$ cat src/hw/rtl/dfks_pkg.sv
// Package for the deduplicating key queue: command and status codes,
// the stored entry layout and the key normalization helpers.
// No dependencies.
package dfks_pkg;

  localparam int LEN_W          = 3;
  localparam int DIGITS_W       = 20;
  localparam int MAX_KEY_DIGITS = 5;

  typedef enum logic [1:0] {
    CMD_ADD    = 2'd0,
    CMD_REMOVE = 2'd1,
    CMD_SEARCH = 2'd2,
    CMD_LIST   = 2'd3
  } cmd_t;

  typedef enum logic [2:0] {
    STS_ADDED   = 3'd0,
    STS_DUP     = 3'd1,
    STS_FULL    = 3'd2,
    STS_REMOVED = 3'd3,
    STS_EMPTY   = 3'd4,
    STS_FOUND   = 3'd5,
    STS_MISSING = 3'd6,
    STS_ENTRY   = 3'd7
  } status_t;

  // one queue entry as held in memory
  typedef struct packed {
    logic [LEN_W-1:0]    len;
    logic [DIGITS_W-1:0] digits;
  } entry_t;

  localparam int ENTRY_W = LEN_W + DIGITS_W;

  // lengths above the digit limit saturate
  function automatic logic [LEN_W-1:0] sat_len(input logic [LEN_W-1:0] len);
    if (len > LEN_W'(MAX_KEY_DIGITS)) begin
      return LEN_W'(MAX_KEY_DIGITS);
    end
    return len;
  endfunction

  // clear nibbles at or above the key length
  function automatic logic [DIGITS_W-1:0] mask_digits(input logic [DIGITS_W-1:0] d,
                                                      input logic [LEN_W-1:0] len);
    logic [DIGITS_W-1:0] m;
    m = '0;
    for (int i = 0; i < MAX_KEY_DIGITS; i++) begin
      if (LEN_W'(i) < len) begin
        m[i*4 +: 4] = 4'hF;
      end
    end
    return d & m;
  endfunction

endpackage

$ cat src/hw/rtl/dfks_ram.sv
// Generic single-port synchronous RAM with registered read data.
// No dependencies.
module dfks_ram #(
  parameter int WIDTH  = 23,
  parameter int DEPTH  = 16,
  parameter int ADDR_W = $clog2(DEPTH)
) (
  input  logic              clk,
  input  logic              we,
  input  logic [ADDR_W-1:0] addr,
  input  logic [WIDTH-1:0]  wdata,
  output logic [WIDTH-1:0]  rdata
);

  logic [WIDTH-1:0] mem [DEPTH];

  // write or read, one access per cycle
  always_ff @(posedge clk) begin
    if (we) begin
      mem[addr] <= wdata;
    end else begin
      rdata <= mem[addr];
    end
  end

endmodule

$ cat src/hw/rtl/dedup_fifo_key_set.sv
// Top level of the deduplicating key queue: command sequencer and queue pointers.
// Depends on dfks_pkg and dfks_ram.
//
// A command is taken when start is high and busy is low. Every command gives
// its results on status/entry_len/entry_digits/last, each for one cycle under
// valid; the receiver must take them as they come. Remove, and any command
// on an empty queue, never sets busy; its result is registered and given in
// the next cycle. Add and search on a queue of N entries walk the entries
// through the single memory port one read per cycle, ending early on a match;
// list gives N results on consecutive cycles. Entries in memory need no
// clearing after reset.
module dedup_fifo_key_set #(
  parameter int QUEUE_DEPTH = 16
) (
  input  logic        clk,
  input  logic        rst,
  input  logic        start,
  output logic        busy,
  input  logic [1:0]  cmd,
  input  logic [2:0]  key_len,
  input  logic [19:0] key_digits,
  output logic        valid,
  output logic [2:0]  status,
  output logic [2:0]  entry_len,
  output logic [19:0] entry_digits,
  output logic        last
);

  localparam int IW = (QUEUE_DEPTH > 1) ? $clog2(QUEUE_DEPTH) : 1;
  localparam int CW = $clog2(QUEUE_DEPTH + 1);

  typedef enum logic [2:0] {
    S_IDLE = 3'b001,
    S_SCAN = 3'b010,
    S_LIST = 3'b100
  } state_t;

  state_t state;

  logic [IW-1:0] head;
  logic [IW-1:0] tail;
  logic [CW-1:0] count;
  logic [IW-1:0] rd_ptr;
  logic [CW-1:0] issued;
  logic [CW-1:0] checked;
  logic          rd_pend;

  dfks_pkg::cmd_t                    cmd_q;
  logic [dfks_pkg::LEN_W-1:0]        key_len_q;
  logic [dfks_pkg::DIGITS_W-1:0]     key_q;

  dfks_pkg::entry_t rd_entry;
  dfks_pkg::entry_t wr_entry;
  dfks_pkg::entry_t in_entry;
  dfks_pkg::cmd_t   cmd_in;

  logic          acc;
  logic          issue;
  logic          hit;
  logic          last_chk;
  logic          fin_scan;
  logic          add_ok;
  logic          ram_we;
  logic [IW-1:0] ram_addr;

  function automatic logic [IW-1:0] next_slot(input logic [IW-1:0] i);
    return (i == IW'(QUEUE_DEPTH - 1)) ? '0 : i + IW'(1);
  endfunction

  // normalized incoming key
  always_comb begin
    cmd_in          = dfks_pkg::cmd_t'(cmd);
    in_entry.len    = dfks_pkg::sat_len(key_len);
    in_entry.digits = dfks_pkg::mask_digits(key_digits, in_entry.len);
  end

  // scan datapath and memory port control
  always_comb begin
    acc      = start && (state == S_IDLE);
    issue    = (state != S_IDLE) && (issued < count);
    hit      = (rd_entry.len == key_len_q) && (rd_entry.digits == key_q);
    last_chk = ((checked + CW'(1)) == count);
    fin_scan = (state == S_SCAN) && rd_pend && (hit || last_chk);
    add_ok   = fin_scan && (cmd_q == dfks_pkg::CMD_ADD) && !hit &&
               (count < CW'(QUEUE_DEPTH));
    ram_we   = (acc && (cmd_in == dfks_pkg::CMD_ADD) && (count == '0)) || add_ok;
    ram_addr = ram_we ? tail : rd_ptr;
    if (acc) begin
      wr_entry = in_entry;
    end else begin
      wr_entry.len    = key_len_q;
      wr_entry.digits = key_q;
    end
  end

  assign busy = (state != S_IDLE);

  dfks_ram #(
    .WIDTH (dfks_pkg::ENTRY_W),
    .DEPTH (QUEUE_DEPTH),
    .ADDR_W(IW)
  ) u_ram (
    .clk  (clk),
    .we   (ram_we),
    .addr (ram_addr),
    .wdata(wr_entry),
    .rdata(rd_entry)
  );

  // payload registers: latched command and result fields
  always_ff @(posedge clk) begin
    if (acc) begin
      cmd_q     <= cmd_in;
      key_len_q <= in_entry.len;
      key_q     <= in_entry.digits;
    end
    status       <= dfks_pkg::STS_ADDED;
    entry_len    <= '0;
    entry_digits <= '0;
    last         <= 1'b1;
    if (acc) begin
      if (cmd_in == dfks_pkg::CMD_ADD) begin
        status <= dfks_pkg::STS_ADDED;
      end else if (count == '0) begin
        status <= dfks_pkg::STS_EMPTY;
      end else begin
        status <= dfks_pkg::STS_REMOVED;
      end
    end else if (fin_scan) begin
      if (cmd_q == dfks_pkg::CMD_ADD) begin
        status <= hit ? dfks_pkg::STS_DUP :
                  (add_ok ? dfks_pkg::STS_ADDED : dfks_pkg::STS_FULL);
      end else begin
        status <= hit ? dfks_pkg::STS_FOUND : dfks_pkg::STS_MISSING;
      end
    end else if (state == S_LIST) begin
      status       <= dfks_pkg::STS_ENTRY;
      entry_len    <= rd_entry.len;
      entry_digits <= rd_entry.digits;
      last         <= last_chk;
    end
  end

  // control: sequencer, queue pointers, read walk
  always_ff @(posedge clk) begin
    if (rst) begin
      state   <= S_IDLE;
      head    <= '0;
      tail    <= '0;
      count   <= '0;
      rd_ptr  <= '0;
      issued  <= '0;
      checked <= '0;
      rd_pend <= 1'b0;
      valid   <= 1'b0;
    end else begin
      valid <= 1'b0;
      if (ram_we) begin
        tail  <= next_slot(tail);
        count <= count + CW'(1);
      end
      unique case (state)
        S_IDLE: begin
          rd_ptr  <= head;
          issued  <= '0;
          checked <= '0;
          rd_pend <= 1'b0;
          if (acc) begin
            if (cmd_in == dfks_pkg::CMD_ADD && count == '0) begin
              valid <= 1'b1;
            end else if (count == '0) begin
              valid <= 1'b1;
            end else if (cmd_in == dfks_pkg::CMD_REMOVE) begin
              head  <= next_slot(head);
              count <= count - CW'(1);
              valid <= 1'b1;
            end else if (cmd_in == dfks_pkg::CMD_LIST) begin
              state <= S_LIST;
            end else begin
              state <= S_SCAN;
            end
          end
        end
        S_SCAN, S_LIST: begin
          rd_pend <= issue;
          if (issue) begin
            rd_ptr <= next_slot(rd_ptr);
            issued <= issued + CW'(1);
          end
          if (rd_pend) begin
            checked <= checked + CW'(1);
            if (state == S_LIST) begin
              valid <= 1'b1;
              if (last_chk) begin
                state <= S_IDLE;
              end
            end else if (fin_scan) begin
              valid <= 1'b1;
              state <= S_IDLE;
            end
          end
        end
        default: begin
          state <= S_IDLE;
        end
      endcase
    end
  end

endmodule
$ cat config.mk
export PLATFORM = sky130hd
export DESIGN_NAME = dedup_fifo_key_set
export DESIGN_NICKNAME = d
export VERILOG_FILES = /design/src/hw/rtl/dfks_pkg.sv /design/src/hw/rtl/dfks_ram.sv /design/src/hw/rtl/dedup_fifo_key_set.sv
export SDC_FILE = /design/constraint.sdc
export NUM_CORES = 1
export LEC_CHECK = 0
export BUFFER_PORTS_ARGS = -buffer_cell sky130_fd_sc_hd__buf_4
export CAP_MARGIN = 10
export CORE_ASPECT_RATIO = 0.75
export CORE_MARGIN = 2
export CORE_UTILIZATION = 32
export DETAILED_ROUTE_END_ITERATION = 10
export GPL_TIMING_DRIVEN = 0
export PLACE_DENSITY = 0.59
export SLEW_MARGIN = 20
export SYNTH_ARGS = -nofsm -noshare
export SYNTH_HDL_FRONTEND = slang
export SYNTH_SLANG_ARGS = --single-unit
$ cat constraint.sdc
create_clock -name clk -period 13.9 [get_ports clk]
set_input_delay 4.17 -clock clk [delete_from_list [all_inputs] [get_ports clk]]
set_output_delay 4.17 -clock clk [all_outputs]
set_load 0.01 [all_outputs]
* Word-level counts from Yosys, hierarchy flattened
Memories as Yosys holds them, arrays and structs flattened. A register that Yosys moved wholly into a read port is not among the register bits.
Index checks and enable logic that the tools add are counted.
W data, S select, Z words.
** Cells by class
- $add $sub $neg :: 7
- Magnitude comparators :: 8
- Eq/ne operators :: 20
- Multiplexer cells :: 55
- Bitwise operators :: 4
- Reductions and logical operators :: 25
** Operators with widths (count)
- $mux W3 :: 17
- $mux W4 :: 10
- $mux W5 :: 8
- $mux W23 :: 1
- $and A20 B20 Y20 :: 1
- $eq A20 B20 Y1 :: 1
- $pmux W5 S2 :: 2
- $add A5 B1 Y5 const B :: 3
- $add A4 B1 Y4 const B :: 3
- $eq A4 B4 Y1 const B :: 3
- $ne A2 B2 Y1 const B :: 6
- $logic_and A1 B1 Y1 :: 11
- $mux W1 :: 10
- $pmux W4 S2 :: 1
- $reduce_and A7 Y1 :: 1
- $lt A1 B3 Y1 const A :: 2
- $lt A2 B3 Y1 const A :: 2
- $mux W2 :: 3
- $ne A3 B3 Y1 const B :: 2
- $pmux W3 S2 :: 1
- $eq A5 B5 Y1 :: 1
- $logic_not A5 Y1 :: 1
- $lt A5 B5 Y1 :: 1
- $lt A5 B5 Y1 const B :: 1
- 20 further kinds :: 27
** Storage, ports and cells
- Register bits after elaboration :: 84
- Memory bits (writable) :: 368
- Input bits :: 28
- Output and inout bits :: 29
- Logic and storage cells :: 136
- Memories kept :: 1
** Memories
- u_ram.mem :: depth 16, bits a word 23, read ports 1, clocked after Yosys merged registers in 1, write ports 1, line dfks_ram.sv:15 : logic [WIDTH-1:0] mem [DEPTH];

* Logic depth before layout (Yosys ltp)
- Depth in word-level cells :: 14
- Depth in mapped cells :: 12
- Depth with buffers taken out :: 10

* Hierarchy
From an unflattened synthesis, not the netlist that was laid out.
** Unflattened totals
- Cell total of the unflattened synthesis :: 1052
- Area, all modules :: 19058.3 um^2
** Modules (own cells, without submodules)
- dfks_ram :: instances 1, cells an instance 611, area each 14610.3 um^2, seq. area each 11741.3 um^2
- dedup_fifo_key_set :: instances 1, cells an instance 441, area each 4448.0 um^2, seq. area each 1931.9 um^2

* Worst setup path before layout
OpenSTA, ideal clock, no wires.
- Path kind :: input to register
- Start point :: in start
- End point :: mem u_ram.mem[4][0], enable pin
- Setup time :: 0.432 ns
- Arrival :: 7.222 ns
- Required time :: 13.468 ns
- Setup slack :: 6.246 ns
- Stages on the path :: 7
- Buffers on the path :: 2
- Path through :: nand2_1 -> inv_2 -> nand3_1 -> and2_1 -> clkbuf_1 -> clkbuf_1 -> nor3_1
** Between the ends
- Cells in the longest elaborated chain, start to end :: 6
- Elaborated cells between the ends (all ways) :: 7
- Classes of those cells :: mux (3); reduce/logical (4)
** RTL lines
- from (decl) :: line dedup_fifo_key_set.sv:17 : input logic start,
- $logic_and A1 B1 Y1 (*) :: line dedup_fifo_key_set.sv:79 : acc = start && (state == S_IDLE);
- $logic_and A1 B1 Y1 (*) (2 in a row) :: line dedup_fifo_key_set.sv:86 : ram_we = (acc && (cmd_in == dfks_pkg::CMD_ADD) && (count == '0)) || add_ok;
- $logic_or A1 B1 Y1 (*) :: line dedup_fifo_key_set.sv:86
- $mux W1 :: line dfks_ram.sv:19 : if (we) begin
- $mux W1 (not written as such) :: line dfks_ram.sv:20 : mem[addr] <= wdata;
- to (decl) :: line dfks_ram.sv:15
Every way passes the cells marked *; elsewhere a longest branch is shown, timed or not.

* Worst setup path in the final report
- Start point :: in start
- End point :: reg u_ram.rdata[18] (read register of u_ram.mem) (data pin)
** Between the ends
- Cells in the longest elaborated chain, start to end :: 5
- Elaborated cells between the ends (all ways) :: 6
- Classes of those cells :: mux (1); reduce/logical (5)
** RTL lines
- $logic_and A1 B1 Y1 (*) :: line dedup_fifo_key_set.sv:79
- $logic_and A1 B1 Y1 (*) (2 in a row) :: line dedup_fifo_key_set.sv:86
- $logic_or A1 B1 Y1 (*) :: line dedup_fifo_key_set.sv:86
- $mux W4 / $logic_not A1 Y1 (equally long branches)
- to (decl) :: line dfks_ram.sv:12 : output logic [WIDTH-1:0] rdata
Marked as above.
A chain may end at the register's enable or synchronous reset.

==> impl_metrics.yaml <==
outcome:
  outcome: "finished, final reports clean"
die:
  design.portCount: 57
  fp.dieArea_um2: 62300
  floorplan.initialDensity_pct: 32.6
  die_w_um: 288
  die_y_extent_um: 217
  cell_row_count: 77
  core-area_um2: 59300
timing:
  drv_slew: 0
  setup_total_negative_slack_ns: 0
  final.hold.worst_slack_ns: 0.503
  timing.slew.headroom_pct: 37.2
  period_needed_ns: 7.12
  fin_ws_ns: 6.78
  hold_viol: 0
  maxClockFrequency_mhz: 140
  skew_ns: 0.0188
  worst-slew-pin-transition_ns: 0.923
  final-setup-viol-count: 0
  rsz0062_at_grt: "no"
  timing.final.crit_share_pct: 51.2
global_route:
  grt_util_met1_pct: 26.8
  groute.layer.met3.usage_pct: 5.63
  grt_overflow_total: 0
  grt_max_degree: 33
  layer_with_the_highest_usage: "met1"
  grt_antenna_before_repair: 5
  grt_util_met2_pct: 24.0
  grt_pass1_wl_um: 81200
  grt_pass1_vias: 12561
  grt_usage_pct: 17.5
logic_synthesis:
  mappedNetlistArea_um2: 19300
  ys_warn_count: 0
  compound_cell_area_share_of_the_yosys_netlist_pct: 16.0
  post_synth_and_or_nand_nor_area_fraction_pct: 6.29
  ys_async_sr_fraction_pct: 0
  dominantRegCellSynth: "sky130_fd_sc_hd__edfxtp_1"
  post_synth.cell_area_avg_um2: 13.7
  yosys.area_share.adder_pct: 0.713
  synthesis.instances: 1404
  synth.top_cell.area_share_pct: 64.7
  yosys_register_bits: 475
  netlist_top_cells_count: "416 x sky130_fd_sc_hd__edfxtp_1, 372 x sky130_fd_sc_hd__o21ai_0, 93 x sky130_fd_sc_hd__a41oi_1, 59 x sky130_fd_sc_hd__dfxtp_1, 52 x sky130_fd_sc_hd__clkbuf_1"
  synth_top_area_cell: "sky130_fd_sc_hd__edfxtp_1"
  synth.lib_cells_used.distinct: 65
  muxShareOfSynthArea_pct: 1.93
  yosysSeqAreaShare_pct: 70.9
  synth.net_count: 1443
  synth.top_cells.by_area: "sky130_fd_sc_hd__edfxtp_1 65%, sky130_fd_sc_hd__o21ai_0 9.6%, sky130_fd_sc_hd__dfxtp_1 6.1%"
  synth_enable_flop_cells: 416
  synth-xor-area-share_pct: 1.68
  combinational_family_with_the_most_area_after_synthesis: "compound AO/OA/AOI/OAI gates"
  synth_most_common_cell: "sky130_fd_sc_hd__edfxtp_1"
worst_setup_path:
  type_of_element_capturing_the_critical_path: "register"
  cp_data_arrival_time_ns: 7.37
  crit_required_ns: 14.15
  critPathMaxFanout: 10
  critical_path_class: "primary input to register"
  start_kind: "primary input"
cells_and_area:
  post_route_cells_drive_above_1_share_pct: 16.7
  antenna_cells: 0
  finish.utilization_pct: 38.2
  fin_cells: 2379
  final_nets: 1591
  area_delta_synth_final_pct: 17.2
detailed_routing:
  detail_route.drc_violations: 0
  wl_um: 56000
  drt_iter0_drc: 1941
  avgViaCountPerCell: 5.58
  wl_per_cell_um: 23.5
  vias: 13263
  detailedRoute.firstPassIterationCount: 5
  ant_nets: 0
placed_design:
  port_buffers: 55
  detailedPlacementHpwl_um: 38800
  dp_slack_ns: 6.33
  placedCellCount: 2294
  gp_congestion: 0.837
cts:
  tritoncts_num_sinks: 475
  tritoncts.num_buffers: 46
  cts-resized-gates: 0
  clock_tree_from_tritoncts: "built"
  root_cell_of_the_clock_tree: "sky130_fd_sc_hd__clkbuf_16"
  clock_tree.buffer_depth: 3
  clock_latency_of_the_later_clocked_register_in_the_worst_skew_pair_ns: 0.57
  cts.reportedPaths.clkPinSlew_ns: 0.07
  post_cts.repair.setup_buffers: 0
  post_cts_hold_buffer_count: 0
  cts-htree-levels: 2
pwr:
  p_leak_nw: 7.08
  power_per_cell_area_nw_per_um2: 171
  ir_worst_vdd_v: 0.000100
worst_hold_path:
  worst_hold_path_type: "register to register"
job:
  max_cap_viol_count: 0
-- area by class of cell --
cell class | instances | area [µm²]
repair buffers | 100 | 783
fillers | 5534 | 36600
inverters | 9 | 33.8
flip-flops and latches | 475 | 13700
plain buffers | 102 | 459
multi-input cells | 818 | 5210
clock inverters | 24 | 191
well taps | 790 | 988
clock buffers | 61 | 1280
-- path summary, 6_finish.rpt --
| kind | start | endpoint | slack, ns | cells past startpoint |
|---|---|---|---|---|
| max | start | u_ram.rdata[18]$_DFFE_PN_ | 6.78 | 10 |
| min | issued[1]$_SDFFE_PP0P_ | issued[1]$_SDFFE_PP0P_ | 0.50 | 2 |
| max reg2reg | checked[0]$_SDFFE_PP0P_ | u_ram.rdata[18]$_DFFE_PN_ | 9.26 | 11 |
| min reg2reg | issued[1]$_SDFFE_PP0P_ | issued[1]$_SDFFE_PP0P_ | 0.50 | 2 |
-- per-layer routing --
metal | up-vias | wire length (µm)
li1 | 5796 | -
met1 | 6642 | 25000
met2 | 749 | 22500
met3 | 72 | 7610
met4 | 4 | 768
met5 | - | 92
-- critical path, stage by stage --
cell                       delay (ns)
sky130_fd_sc_hd__buf_4           0.09
sky130_fd_sc_hd__nand2_1         0.11
sky130_fd_sc_hd__inv_2           0.24
sky130_fd_sc_hd__and3_1          0.30
sky130_fd_sc_hd__or2_1           0.13
sky130_fd_sc_hd__buf_4           0.15
sky130_fd_sc_hd__mux2i_2         0.64
sky130_fd_sc_hd__clkbuf_1        0.65
sky130_fd_sc_hd__a41oi_1         0.27
sky130_fd_sc_hd__or4_1           0.61
-- sequential cells by signal, indices dropped and copies added (netlist names) --
register	flops
u_ram.mem	368
u_ram.rdata	23
entry_digits	20
key_q	20
checked	5
count	5
issued	5
head	4
rd_ptr	4
tail	4
entry_len	3
key_len_q	3
state	3
status	3
cmd_q	2
last	1
rd_pend	1
valid	1
-- report_power, final --
group          total (mW)  switching (mW)  internal (mW)
registers            1.83          0.0558           1.78
clock network        1.24           0.537          0.702
logic               0.791           0.575          0.215
-- cells in the final DEF, fill, tap and decap left out, types with 4 or more instances in the layout --
| master | synthesis | final |
|---|---|---|
| sky130_fd_sc_hd__buf_4 | 3 | 99 |
| sky130_fd_sc_hd__nand2b_1 | 7 | 7 |
| sky130_fd_sc_hd__mux2_2 | 23 | 23 |
| sky130_fd_sc_hd__mux2i_1 | 7 | 7 |
| sky130_fd_sc_hd__a21oi_1 | 22 | 22 |
| sky130_fd_sc_hd__inv_1 | 7 | 7 |
| sky130_fd_sc_hd__o21ai_0 | 372 | 372 |
| sky130_fd_sc_hd__clkbuf_16 | 0 | 47 |
| sky130_fd_sc_hd__xnor2_1 | 31 | 31 |
| sky130_fd_sc_hd__xor2_1 | 6 | 6 |
| sky130_fd_sc_hd__or4_1 | 24 | 24 |
| sky130_fd_sc_hd__nor3_1 | 21 | 5 |
| sky130_fd_sc_hd__nor2b_1 | 10 | 10 |
| sky130_fd_sc_hd__nand4_1 | 7 | 7 |
| sky130_fd_sc_hd__ha_1 | 11 | 11 |
| sky130_fd_sc_hd__buf_2 | 44 | 45 |
| sky130_fd_sc_hd__clkbuf_1 | 52 | 60 |
| sky130_fd_sc_hd__edfxtp_1 | 416 | 416 |
| sky130_fd_sc_hd__and2_1 | 41 | 41 |
| sky130_fd_sc_hd__a41oi_1 | 93 | 93 |
| sky130_fd_sc_hd__nor2_1 | 44 | 44 |
| sky130_fd_sc_hd__a21o_1 | 7 | 7 |
| sky130_fd_sc_hd__clkinv_1 | 1 | 13 |
| sky130_fd_sc_hd__nand3_1 | 8 | 8 |
| sky130_fd_sc_hd__dfxtp_1 | 59 | 59 |
| sky130_fd_sc_hd__nor3_2 | 0 | 16 |
| sky130_fd_sc_hd__nand2_1 | 28 | 28 |
| sky130_fd_sc_hd__a31oi_1 | 4 | 4 |
| sky130_fd_sc_hd__or3_1 | 4 | 4 |
| sky130_fd_sc_hd__a22oi_1 | 4 | 4 |
| sky130_fd_sc_hd__clkinv_2 | 0 | 5 |
| sky130_fd_sc_hd__clkbuf_8 | 0 | 5 |
-- metrics by stage --
stage	cell area, µm²	power [mW]
final	22600	3.86
after global routing	22600	3.98
after CTS	22600	3.85
after detailed placement	21200	2.63
after global placement	20700	2.60
after floorplan	19300	2.28
-- logic make-up (layout without fill, tap and decap cells) --
group                      after synthesis  count (layout)
AOI/OAI and AO/OA                      523             523
xor gates and xnor gates                37              37
adders and majority gates               11              11
buffers and inverters                  111             296
DFF                                    475             475
muxes                                   33              33
and+or+nand+nor                        214             214
Note: power is estimated with default switching activity, not from simulation.
